File: src/hw/rtl/x86bpd_pkg.sv
// Shared item types, opcode constants and decode helpers for the x86 predecoder.
package x86bpd_pkg;

  // Input item: one instruction window
  typedef struct packed {
    logic [63:0] instr_address;
    logic [63:0] instr_window;
    logic [3:0]  valid_bytes;
    logic        long_mode;
  } in_item_t;

  // Result item: branch flags, direct target and length
  typedef struct packed {
    logic        is_call;
    logic        is_return;
    logic        is_cond_branch;
    logic [63:0] target_address;
    logic [3:0]  instr_length;
  } out_item_t;

  // Opcodes
  localparam logic [7:0] OpCallRel  = 8'hE8;
  localparam logic [7:0] OpGrp5     = 8'hFF;
  localparam logic [7:0] OpCallFar  = 8'h9A;
  localparam logic [7:0] OpRetNear  = 8'hC3;
  localparam logic [7:0] OpRetNearI = 8'hC2;
  localparam logic [7:0] OpRetFar   = 8'hCB;
  localparam logic [7:0] OpRetFarI  = 8'hCA;
  localparam logic [7:0] OpEscape   = 8'h0F;
  localparam logic [7:0] OpJmpRel   = 8'hE9;
  localparam logic [7:0] OpJmpShort = 8'hEB;
  localparam logic [7:0] OpOpSize   = 8'h66;
  localparam logic [7:0] OpNop      = 8'h90;
  localparam logic [7:0] OpInt3     = 8'hCC;
  localparam logic [2:0] ModRmCall  = 3'd2;

  // Legacy prefix bytes
  function automatic logic is_legacy_prefix(input logic [7:0] b);
    return b == OpOpSize || b == 8'h67 || b == 8'hF0 || b == 8'hF2 || b == 8'hF3 ||
           b == 8'h2E || b == 8'h36 || b == 8'h3E || b == 8'h26 ||
           b == 8'h64 || b == 8'h65;
  endfunction

  // REX prefix range 40-4F
  function automatic logic is_rex(input logic [7:0] b);
    return b[7:4] == 4'h4;
  endfunction

  // Length of the opcode part, counted from the opcode byte
  function automatic logic [3:0] opcode_len(input logic [7:0] op, input logic [7:0] op2,
                                            input logic op2_ok, input logic lm);
    logic [3:0] len;
    len = 4'd2;
    if (op == OpNop || op == OpRetNear || op == OpRetFar || op == OpInt3) begin
      len = 4'd1;
    end else if (op == OpRetNearI || op == OpRetFarI) begin
      len = 4'd3;
    end else if (op[7:4] == 4'h5) begin
      len = 4'd1;
    end else if (op[7:3] == 5'b10110) begin
      len = 4'd2;
    end else if (op[7:3] == 5'b10111) begin
      len = lm ? 4'd9 : 4'd5;
    end else if (op == OpCallRel || op == OpJmpRel) begin
      len = 4'd5;
    end else if (op == OpJmpShort) begin
      len = 4'd2;
    end else if (op[7:4] == 4'h7) begin
      len = 4'd2;
    end else if (op == OpEscape && op2_ok) begin
      if (op2[7:4] == 4'h8) begin
        len = 4'd6;
      end else if (op2 == 8'hB6 || op2 == 8'hB7 || op2 == 8'hBE || op2 == 8'hBF) begin
        len = 4'd3;
      end
    end
    return len;
  endfunction

endpackage

File: src/hw/rtl/x86bpd_if.sv
// Valid/ready channel interfaces for predecoder input and result items.
interface x86bpd_in_if;
  logic                 valid;
  logic                 ready;
  x86bpd_pkg::in_item_t data;

  modport source (output valid, output data, input ready);
  modport sink (input valid, input data, output ready);
endinterface

interface x86bpd_out_if;
  logic                  valid;
  logic                  ready;
  x86bpd_pkg::out_item_t data;

  modport source (output valid, output data, input ready);
  modport sink (input valid, input data, output ready);
endinterface

File: src/hw/rtl/x86_branch_and_length_predecode.sv
// An accepted item passes three register stages before its result appears on out_o.
// Throughput: one item per cycle while out_o is not stalled; the target adder is split over stages 1 and 2.
// Stalls on out_o back up stage by stage; bubbles are filled, nothing is dropped.
// Reset (rst_ni low, asynchronous) clears all stage valid bits; the data registers are not reset.
module x86_branch_and_length_predecode #(
  parameter int WINDOW_BYTES = 8,
  parameter int MAX_PREFIXES = 4
) (
  input logic         clk_i,
  input logic         rst_ni,
  x86bpd_in_if.sink   in_i,
  x86bpd_out_if.source out_o
);
  import x86bpd_pkg::*;

  localparam int          Keep   = MAX_PREFIXES + 2;
  localparam int          Pw     = $clog2(MAX_PREFIXES + 1);
  localparam logic [4:0]  WinLim = 5'(WINDOW_BYTES);

  // Stage handshake
  logic v1_q, v2_q, v3_q;
  logic ready1, ready2, adv3;

  assign adv3   = !v3_q || out_o.ready;
  assign ready2 = !v2_q || adv3;
  assign ready1 = !v1_q || ready2;
  assign in_i.ready = ready1;

  always_ff @(posedge clk_i or negedge rst_ni) begin
    if (!rst_ni) begin
      v1_q <= 1'b0;
      v2_q <= 1'b0;
      v3_q <= 1'b0;
    end else begin
      if (ready1) v1_q <= in_i.valid;
      if (ready2) v2_q <= v1_q;
      if (adv3)   v3_q <= v2_q;
    end
  end

  // ---------------- Stage 1: classify byte 0, start target add ----------------
  logic [3:0]  n_d;
  logic [7:0]  b0, b1;
  logic        call_d, ret_d, cond_d;
  logic        tgt_en_d;
  logic [3:0]  tgt_base;
  logic [31:0] off_d;
  logic [63:0] addr_base_d;
  logic [MAX_PREFIXES-1:0] leg_d, rex_d;

  always_comb begin
    n_d = ({1'b0, in_i.data.valid_bytes} > WinLim) ? WinLim[3:0] : in_i.data.valid_bytes;
    b0  = in_i.data.instr_window[7:0];
    b1  = in_i.data.instr_window[15:8];

    // Branch flags from byte 0
    call_d = 1'b0;
    ret_d  = 1'b0;
    cond_d = 1'b0;
    if (n_d != 4'd0) begin
      call_d = (b0 == OpCallRel) || (b0 == OpCallFar) ||
               (b0 == OpGrp5 && n_d >= 4'd2 && b1[5:3] == ModRmCall);
      ret_d  = (b0 == OpRetNear) || (b0 == OpRetNearI) ||
               (b0 == OpRetFar) || (b0 == OpRetFarI);
      cond_d = (b0[7:4] == 4'h7) ||
               (b0 == OpEscape && n_d >= 4'd2 && b1[7:4] == 4'h8) ||
               (b0[7:2] == 6'b111000);
    end

    // Pick encoding length and offset for a direct target
    tgt_en_d = 1'b0;
    tgt_base = 4'd0;
    off_d    = '0;
    if (n_d >= 4'd2) begin
      if ((b0 == OpCallRel || b0 == OpJmpRel) && n_d >= 4'd5) begin
        tgt_en_d = 1'b1;
        tgt_base = 4'd5;
        off_d    = in_i.data.instr_window[39:8];
      end else if (b0 == OpJmpShort || b0[7:4] == 4'h7) begin
        tgt_en_d = 1'b1;
        tgt_base = 4'd2;
        off_d    = {{24{b1[7]}}, b1};
      end else if (b0 == OpEscape && n_d >= 4'd6 && b1[7:4] == 4'h8) begin
        tgt_en_d = 1'b1;
        tgt_base = 4'd6;
        off_d    = in_i.data.instr_window[47:16];
      end
    end
    addr_base_d = in_i.data.instr_address + {60'd0, tgt_base};

    // Prefix class of each byte the scan can reach
    for (int i = 0; i < MAX_PREFIXES; i++) begin
      leg_d[i] = is_legacy_prefix(in_i.data.instr_window[8*i +: 8]);
      rex_d[i] = is_rex(in_i.data.instr_window[8*i +: 8]);
    end
  end

  logic [3:0]        n1_q;
  logic              lm1_q, call1_q, ret1_q, cond1_q, tgt_en1_q;
  logic [31:0]       off1_q;
  logic [63:0]       addr_base1_q;
  logic [MAX_PREFIXES-1:0] leg1_q, rex1_q;
  logic [8*Keep-1:0] bytes1_q;

  always_ff @(posedge clk_i) begin
    if (ready1) begin
      n1_q         <= n_d;
      lm1_q        <= in_i.data.long_mode;
      call1_q      <= call_d;
      ret1_q       <= ret_d;
      cond1_q      <= cond_d;
      tgt_en1_q    <= tgt_en_d;
      off1_q       <= off_d;
      addr_base1_q <= addr_base_d;
      leg1_q       <= leg_d;
      rex1_q       <= rex_d;
      bytes1_q     <= in_i.data.instr_window[8*Keep-1:0];
    end
  end

  // ---------------- Stage 2: finish target, scan prefixes ----------------
  logic [63:0]   tgt_d;
  logic [Pw-1:0] p_d;
  logic          scan_done;
  logic [7:0]    op_d, op2_d;
  logic          op2_ok_d;

  always_comb begin
    tgt_d = tgt_en1_q ? addr_base1_q + {{32{off1_q[31]}}, off1_q} : 64'd0;

    // Count prefixes; a REX byte in long mode ends the scan
    p_d       = '0;
    scan_done = 1'b0;
    for (int i = 0; i < MAX_PREFIXES; i++) begin
      if (!scan_done && i < int'(n1_q)) begin
        if (leg1_q[i]) begin
          p_d = Pw'(int'(p_d) + 1);
        end else if (lm1_q && rex1_q[i]) begin
          p_d       = Pw'(int'(p_d) + 1);
          scan_done = 1'b1;
        end else begin
          scan_done = 1'b1;
        end
      end else begin
        scan_done = 1'b1;
      end
    end

    // Select opcode and the byte after it
    op_d  = '0;
    op2_d = '0;
    for (int i = 0; i < Keep; i++) begin
      if (int'(p_d) == i)     op_d  = bytes1_q[8*i +: 8];
      if (int'(p_d) + 1 == i) op2_d = bytes1_q[8*i +: 8];
    end
    op2_ok_d = (int'(p_d) + 1) < int'(n1_q);
  end

  logic [3:0]    n2_q;
  logic          lm2_q, call2_q, ret2_q, cond2_q, op2_ok2_q;
  logic [63:0]   tgt2_q;
  logic [Pw-1:0] p2_q;
  logic [7:0]    op2_q, op22_q;

  always_ff @(posedge clk_i) begin
    if (ready2) begin
      n2_q      <= n1_q;
      lm2_q     <= lm1_q;
      call2_q   <= call1_q;
      ret2_q    <= ret1_q;
      cond2_q   <= cond1_q;
      tgt2_q    <= tgt_d;
      p2_q      <= p_d;
      op2_q     <= op_d;
      op22_q    <= op2_d;
      op2_ok2_q <= op2_ok_d;
    end
  end

  // ---------------- Stage 3: length table, output register ----------------
  logic [3:0] len_d;

  always_comb begin
    if (n2_q == 4'd0) begin
      len_d = 4'd0;
    end else if (int'(p2_q) >= int'(n2_q)) begin
      len_d = 4'd1;
    end else begin
      len_d = 4'(int'(p2_q) + int'(opcode_len(op2_q, op22_q, op2_ok2_q, lm2_q)));
    end
  end

  out_item_t out_q;

  always_ff @(posedge clk_i) begin
    if (adv3) begin
      out_q.is_call        <= call2_q;
      out_q.is_return      <= ret2_q;
      out_q.is_cond_branch <= cond2_q;
      out_q.target_address <= tgt2_q;
      out_q.instr_length   <= len_d;
    end
  end

  assign out_o.valid = v3_q;
  assign out_o.data  = out_q;

endmodule

File: src/flat_wrapper.sv
// flat-port wrapper written by rule: the top's interface ports become plain ports
module x86_branch_and_length_predecode_flat import x86bpd_pkg::*;
#(
  parameter int WINDOW_BYTES = 8,
  parameter int MAX_PREFIXES = 4
)
  (clk_i, rst_ni, in_i_valid, in_i_data, in_i_ready, out_o_valid, out_o_data, out_o_ready);
  x86bpd_in_if in_i_i ();
  x86bpd_out_if out_o_i ();
  input logic clk_i;
  input logic rst_ni;
  input wire logic [$bits(in_i_i.valid)-1:0] in_i_valid;
  input wire logic [$bits(in_i_i.data)-1:0] in_i_data;
  output wire logic [$bits(in_i_i.ready)-1:0] in_i_ready;
  output wire logic [$bits(out_o_i.valid)-1:0] out_o_valid;
  output wire logic [$bits(out_o_i.data)-1:0] out_o_data;
  input wire logic [$bits(out_o_i.ready)-1:0] out_o_ready;
  assign in_i_i.valid = in_i_valid;
  assign in_i_i.data = in_i_data;
  assign in_i_ready = in_i_i.ready;
  assign out_o_valid = out_o_i.valid;
  assign out_o_data = out_o_i.data;
  assign out_o_i.ready = out_o_ready;
  x86_branch_and_length_predecode #(.WINDOW_BYTES(WINDOW_BYTES), .MAX_PREFIXES(MAX_PREFIXES)) u_core (.clk_i(clk_i), .rst_ni(rst_ni), .in_i(in_i_i), .out_o(out_o_i));
endmodule
File: config.mk
export PLATFORM = sky130hd
export DESIGN_NAME = x86_branch_and_length_predecode_flat
export DESIGN_NICKNAME = d
export VERILOG_FILES = /design/src/hw/rtl/x86bpd_pkg.sv /design/src/hw/rtl/x86bpd_if.sv /design/src/hw/rtl/x86_branch_and_length_predecode.sv /design/src/flat_wrapper.sv
export SDC_FILE = /design/constraint.sdc
export NUM_CORES = 1
export LEC_CHECK = 0
export BUFFER_PORTS_ARGS = -buffer_cell sky130_fd_sc_hd__buf_2
export CORE_MARGIN = 4
export CORE_UTILIZATION = 61
export CTS_BUF_LIST = sky130_fd_sc_hd__clkbuf_2
export DETAILED_ROUTE_END_ITERATION = 10
export GPL_ROUTABILITY_DRIVEN = 0
export MAX_ROUTING_LAYER = met4
export PLACE_DENSITY = 0.83
export SYNTH_ARGS = -nofsm -noshare
export SYNTH_HDL_FRONTEND = slang
export SYNTH_SLANG_ARGS = --single-unit
File: constraint.sdc
create_clock -name clk_i -period 8.7 [get_ports clk_i]
set_input_delay 1.305 -clock clk_i [delete_from_list [all_inputs] [get_ports clk_i]]
set_output_delay 1.305 -clock clk_i [all_outputs]
set_load 0.03 [all_outputs]
==> results_dict.tcl <==
set metrics [dict create \
    async_flop_share_pct 0.923 \
    routedWlPerCell_um 18.5 \
    syn_inst 1565 \
    hold_slack_ns 0.240 \
    cts_max_level 3 \
    drive_gt1_share_pct 18.9 \
    clock_skew_ns 0.0686 \
    clock_latency_ns 0.84 \
    grt_pass1_vias 12300 \
    power.internal_uw 2620 \
    synth_top_family_by_area "simple AND/OR/NAND/NOR gates" \
    synth_compound_area_share_pct 14.3 \
    drt_iter0_markers 1695 \
    area_growth_syn_to_layout_pct 11.6 \
    outcome "finished, final reports clean" \
    clkSinkCount 325 \
    fmax_mhz 184 \
    tns_ns 0 \
    pin_count 210 \
    synth_xor_area_share_pct 5.78 \
    firstDrtPassIters 8 \
    synth-seq-area-share_pct 55.9 \
    endpoint "u_core.op22_q[6]" \
    totalWireLength_um 41400 \
    die_h_um 177 \
    tightestPinTransition_ns 1.25 \
    rows 61 \
    synth-edff-count 322 \
    min_period_ns 5.43 \
    finalSetupViolations 0 \
    crit_arrival_ns 5.99 \
    ir_worst_vdd_mv 0.0801 \
    hold_path_class "in -> async" \
    numCtsBuffers 78 \
    synthMuxAreaShare_pct 0.380 \
    cts_resized 0 \
    netlist_area_um2 17400 \
    p_clk_share_pct 25.1 \
    leakage_uw 0.00796 \
    cts-root-buf "clkbuf_2" \
    dp_hpwl_um 31300 \
    coreArea_um2 28000 \
    timing.rr.end "u_core.op22_q[6]" \
    required_ns 9.26 \
    rr_worst_depth 19 \
    power_density_nw_per_um2 199 \
    post_cts_buffers 0 \
    cts.clk_slew.worst_paths_ns 0.11 \
    antenna_found_initial 10 \
    switching_share_pct 32.4 \
    cts_buffer_depth 3 \
    regToRegSetupSlack_ns 3.27 \
    synth_simple_gate_area_share_pct 14.8 \
    grt.total_usage_pct 27.0 \
    cp-startpoint "u_core.n1_q[2]" \
    die_area_um2 31400 \
    port_buffers 193 \
    grt_pass1_wl_um 64500 \
    start_kind "flip-flop" \
    place_area_um2 18700 \
    worstReg2RegStart "u_core.n1_q[2]" \
    cts_hold_buf 0 \
    drtAntennaViolNets 0 \
    cts_tree "done" \
    layout.cells.non_filler 2235 \
    die_x_um 177 \
    path_max_fanout 19 \
    maxCapViolCount 0 \
    syn_area_per_cell_um2 11.1 \
    start_util_pct 62.3 \
    final_max_slew_viol_count 0 \
    final_cell_area_um2 19500 \
    ys_warn_count 0 \
    dp.cells 2086 \
    drc 0 \
    pwr-share-seq_pct 52.6 \
    p_sw_uw 1250 \
    overflow 0 \
    worstSetupPathType "reg -> reg" \
    cp-end-kind "flip-flop" \
    synth_cell_types 77 \
    ys_ff_latch 325 \
    syn_nets 1792 \
    nNetsFinal 2015 \
    num_vias 13300 \
    via_per_inst 5.96 \
    relSlewSlack_pct 16.7 \
    p_comb_share_pct 22.3 \
    synthAdderAreaFrac_pct 6.59 \
    yosys_most_used_dff "edfxtp_1" \
    post-route-period-util_pct 62.4 \
    hold_viol_final 0 \
    grt_setup_unrepaired "false" \
    grt_max_degree 87 \
]
==> power groups by stage <==
stage	Clock (uW)	Combinational, uW	Sequential (uW)
floorplan	0	495	2160
global placement	0	826	2070
detailed placement	0	846	2070
CTS	998	850	2040
global route	1090	943	2050
finish	971	866	2040
==> worst min-delay path by stage <==
stage / slack (ns) / to / startpoint / cells after the start
floorplan: 0.40 / u_core.call2_q / u_core.call1_q / 0
global placement: 0.40 / u_core.out_o.data[70] / u_core.call2_q / 0
detailed placement: 0.40 / u_core.out_o.data[25] / u_core.tgt2_q[21] / 0
CTS: 0.15 / u_core.v1_q / rst_ni / 1
global route: 0.13 / u_core.v1_q / rst_ni / 1
finish: 0.24 / u_core.v1_q / rst_ni / 1
==> stage by stage <==
stage	util (%)	total power [uW]	setup slack [ns]
after global placement	66.8	2890	3.55
after floorplan	-	2650	0.481
final	69.5	3870	3.27
after detailed placement	66.8	2920	3.40
after global routing	69.5	4080	3.05
after CTS	69.4	3890	3.44
==> cells in the mapped netlist (all sizes together) (4+ instances only) <==
| cell | count | area [um2] |
|---|---|---|
| xor2 | 49 | 429 |
| or3 | 8 | 50.1 |
| a211oi | 9 | 80.1 |
| o21a | 14 | 105 |
| a21o | 32 | 240 |
| a21oi | 131 | 663 |
| nand2b | 22 | 138 |
| nand4 | 27 | 169 |
| and4 | 5 | 43.8 |
| and3 | 19 | 119 |
| o2111ai | 4 | 35.0 |
| and2 | 12 | 75.1 |
| a22oi | 23 | 173 |
| nor4 | 5 | 31.3 |
| or2 | 4 | 25.0 |
| nor4b | 7 | 67.6 |
| a31oi | 5 | 31.3 |
| buf | 7 | 32.5 |
| nor2b | 25 | 156 |
| o21ai | 96 | 484 |
| a21boi | 11 | 82.6 |
| o211ai | 9 | 67.6 |
| clkbuf | 53 | 199 |
| nor2 | 163 | 614 |
| mux2i | 4 | 40.0 |
| inv | 41 | 154 |
| o31ai | 7 | 57.6 |
| a222oi | 8 | 80.1 |
| edfxtp | 322 | 9670 |
| o21bai | 11 | 82.6 |
| or4 | 4 | 33.8 |
| nand2 | 142 | 536 |
| xnor2 | 66 | 578 |
| ha | 87 | 1090 |
| nand3 | 50 | 250 |
| nor3 | 31 | 160 |
| nor3b | 7 | 52.6 |
==> kinds of logic (layout without fill, tap and decap cells) <==
logic type	after synthesis	in the layout
AO/OA/AOI/OAI	390	390
XOR/XNOR	115	115
adder cells (fa/ha/maj)	90	90
buffers and inverters	101	383
flip-flops	325	325
multiplexers	6	6
other	0	10
AND/OR/NAND/NOR	538	538
==> layout by cell type, fill, tap and decap left out, drive strengths merged, types with 41 or more instances in the layout <==
master,count
o21ai,96
xor2,49
nand2,142
edfxtp,322
inv,41
nor2,163
buf,203
clkbuf,112
ha,87
nand3,50
xnor2,66
a21oi,131
==> metal layers <==
layer | track usage, % | share of wire (%) | vias to the layer above
li1 | - | - | 6338
met4 | 8.54 | 3.0 | 0
met3 | 6.77 | 12 | 113
met1 | 39.6 | 43 | 6071
met5 | - | 0 | -
met2 | 37.3 | 42 | 793
==> registers in the layout (all words and copies together) (netlist names), 3 cells and up <==
| register | cells |
|---|---|
| u_core.out_o.data | 71 |
| u_core.addr_base1_q | 64 |
| u_core.tgt2_q | 64 |
| u_core.bytes1_q | 48 |
| u_core.off1_q | 32 |
| u_core.op2_q | 8 |
| u_core.op22_q | 6 |
| u_core.leg1_q | 4 |
| u_core.n1_q | 4 |
| u_core.n2_q | 4 |
| u_core.rex1_q | 4 |
| u_core.p2_q | 3 |
==> area by class of cell <==
type                    instances  area, um2
flip-flops and latches        325       9740
fillers                      2080       8550
multi-input cells            1139       7310
repair buffers                203       1040
clock buffers                 112        561
well taps                     378        473
inverters                      41        154
clock inverters                27        146
diodes                         10       25.0
==> worst max-delay path: stages, from the launching register on <==
cell      delay, ns
edfxtp_1       0.55
nor4_1         0.40
nor2_1         0.09
ha_1           0.28
a21oi_1        0.05
nor3_1         0.23
ha_1           0.30
mux2_2         0.28
ha_1           0.30
nor3_1         0.22
nor2_1         0.08
o21ai_0        0.53
ha_1           0.75
nor2b_1        0.27
a22oi_1        0.24
nor2_1         0.07
a21oi_1        0.15
o21ai_0        0.11
nand2_1        0.10
o211ai_1       0.11
(Power assumes the default switching activity.)
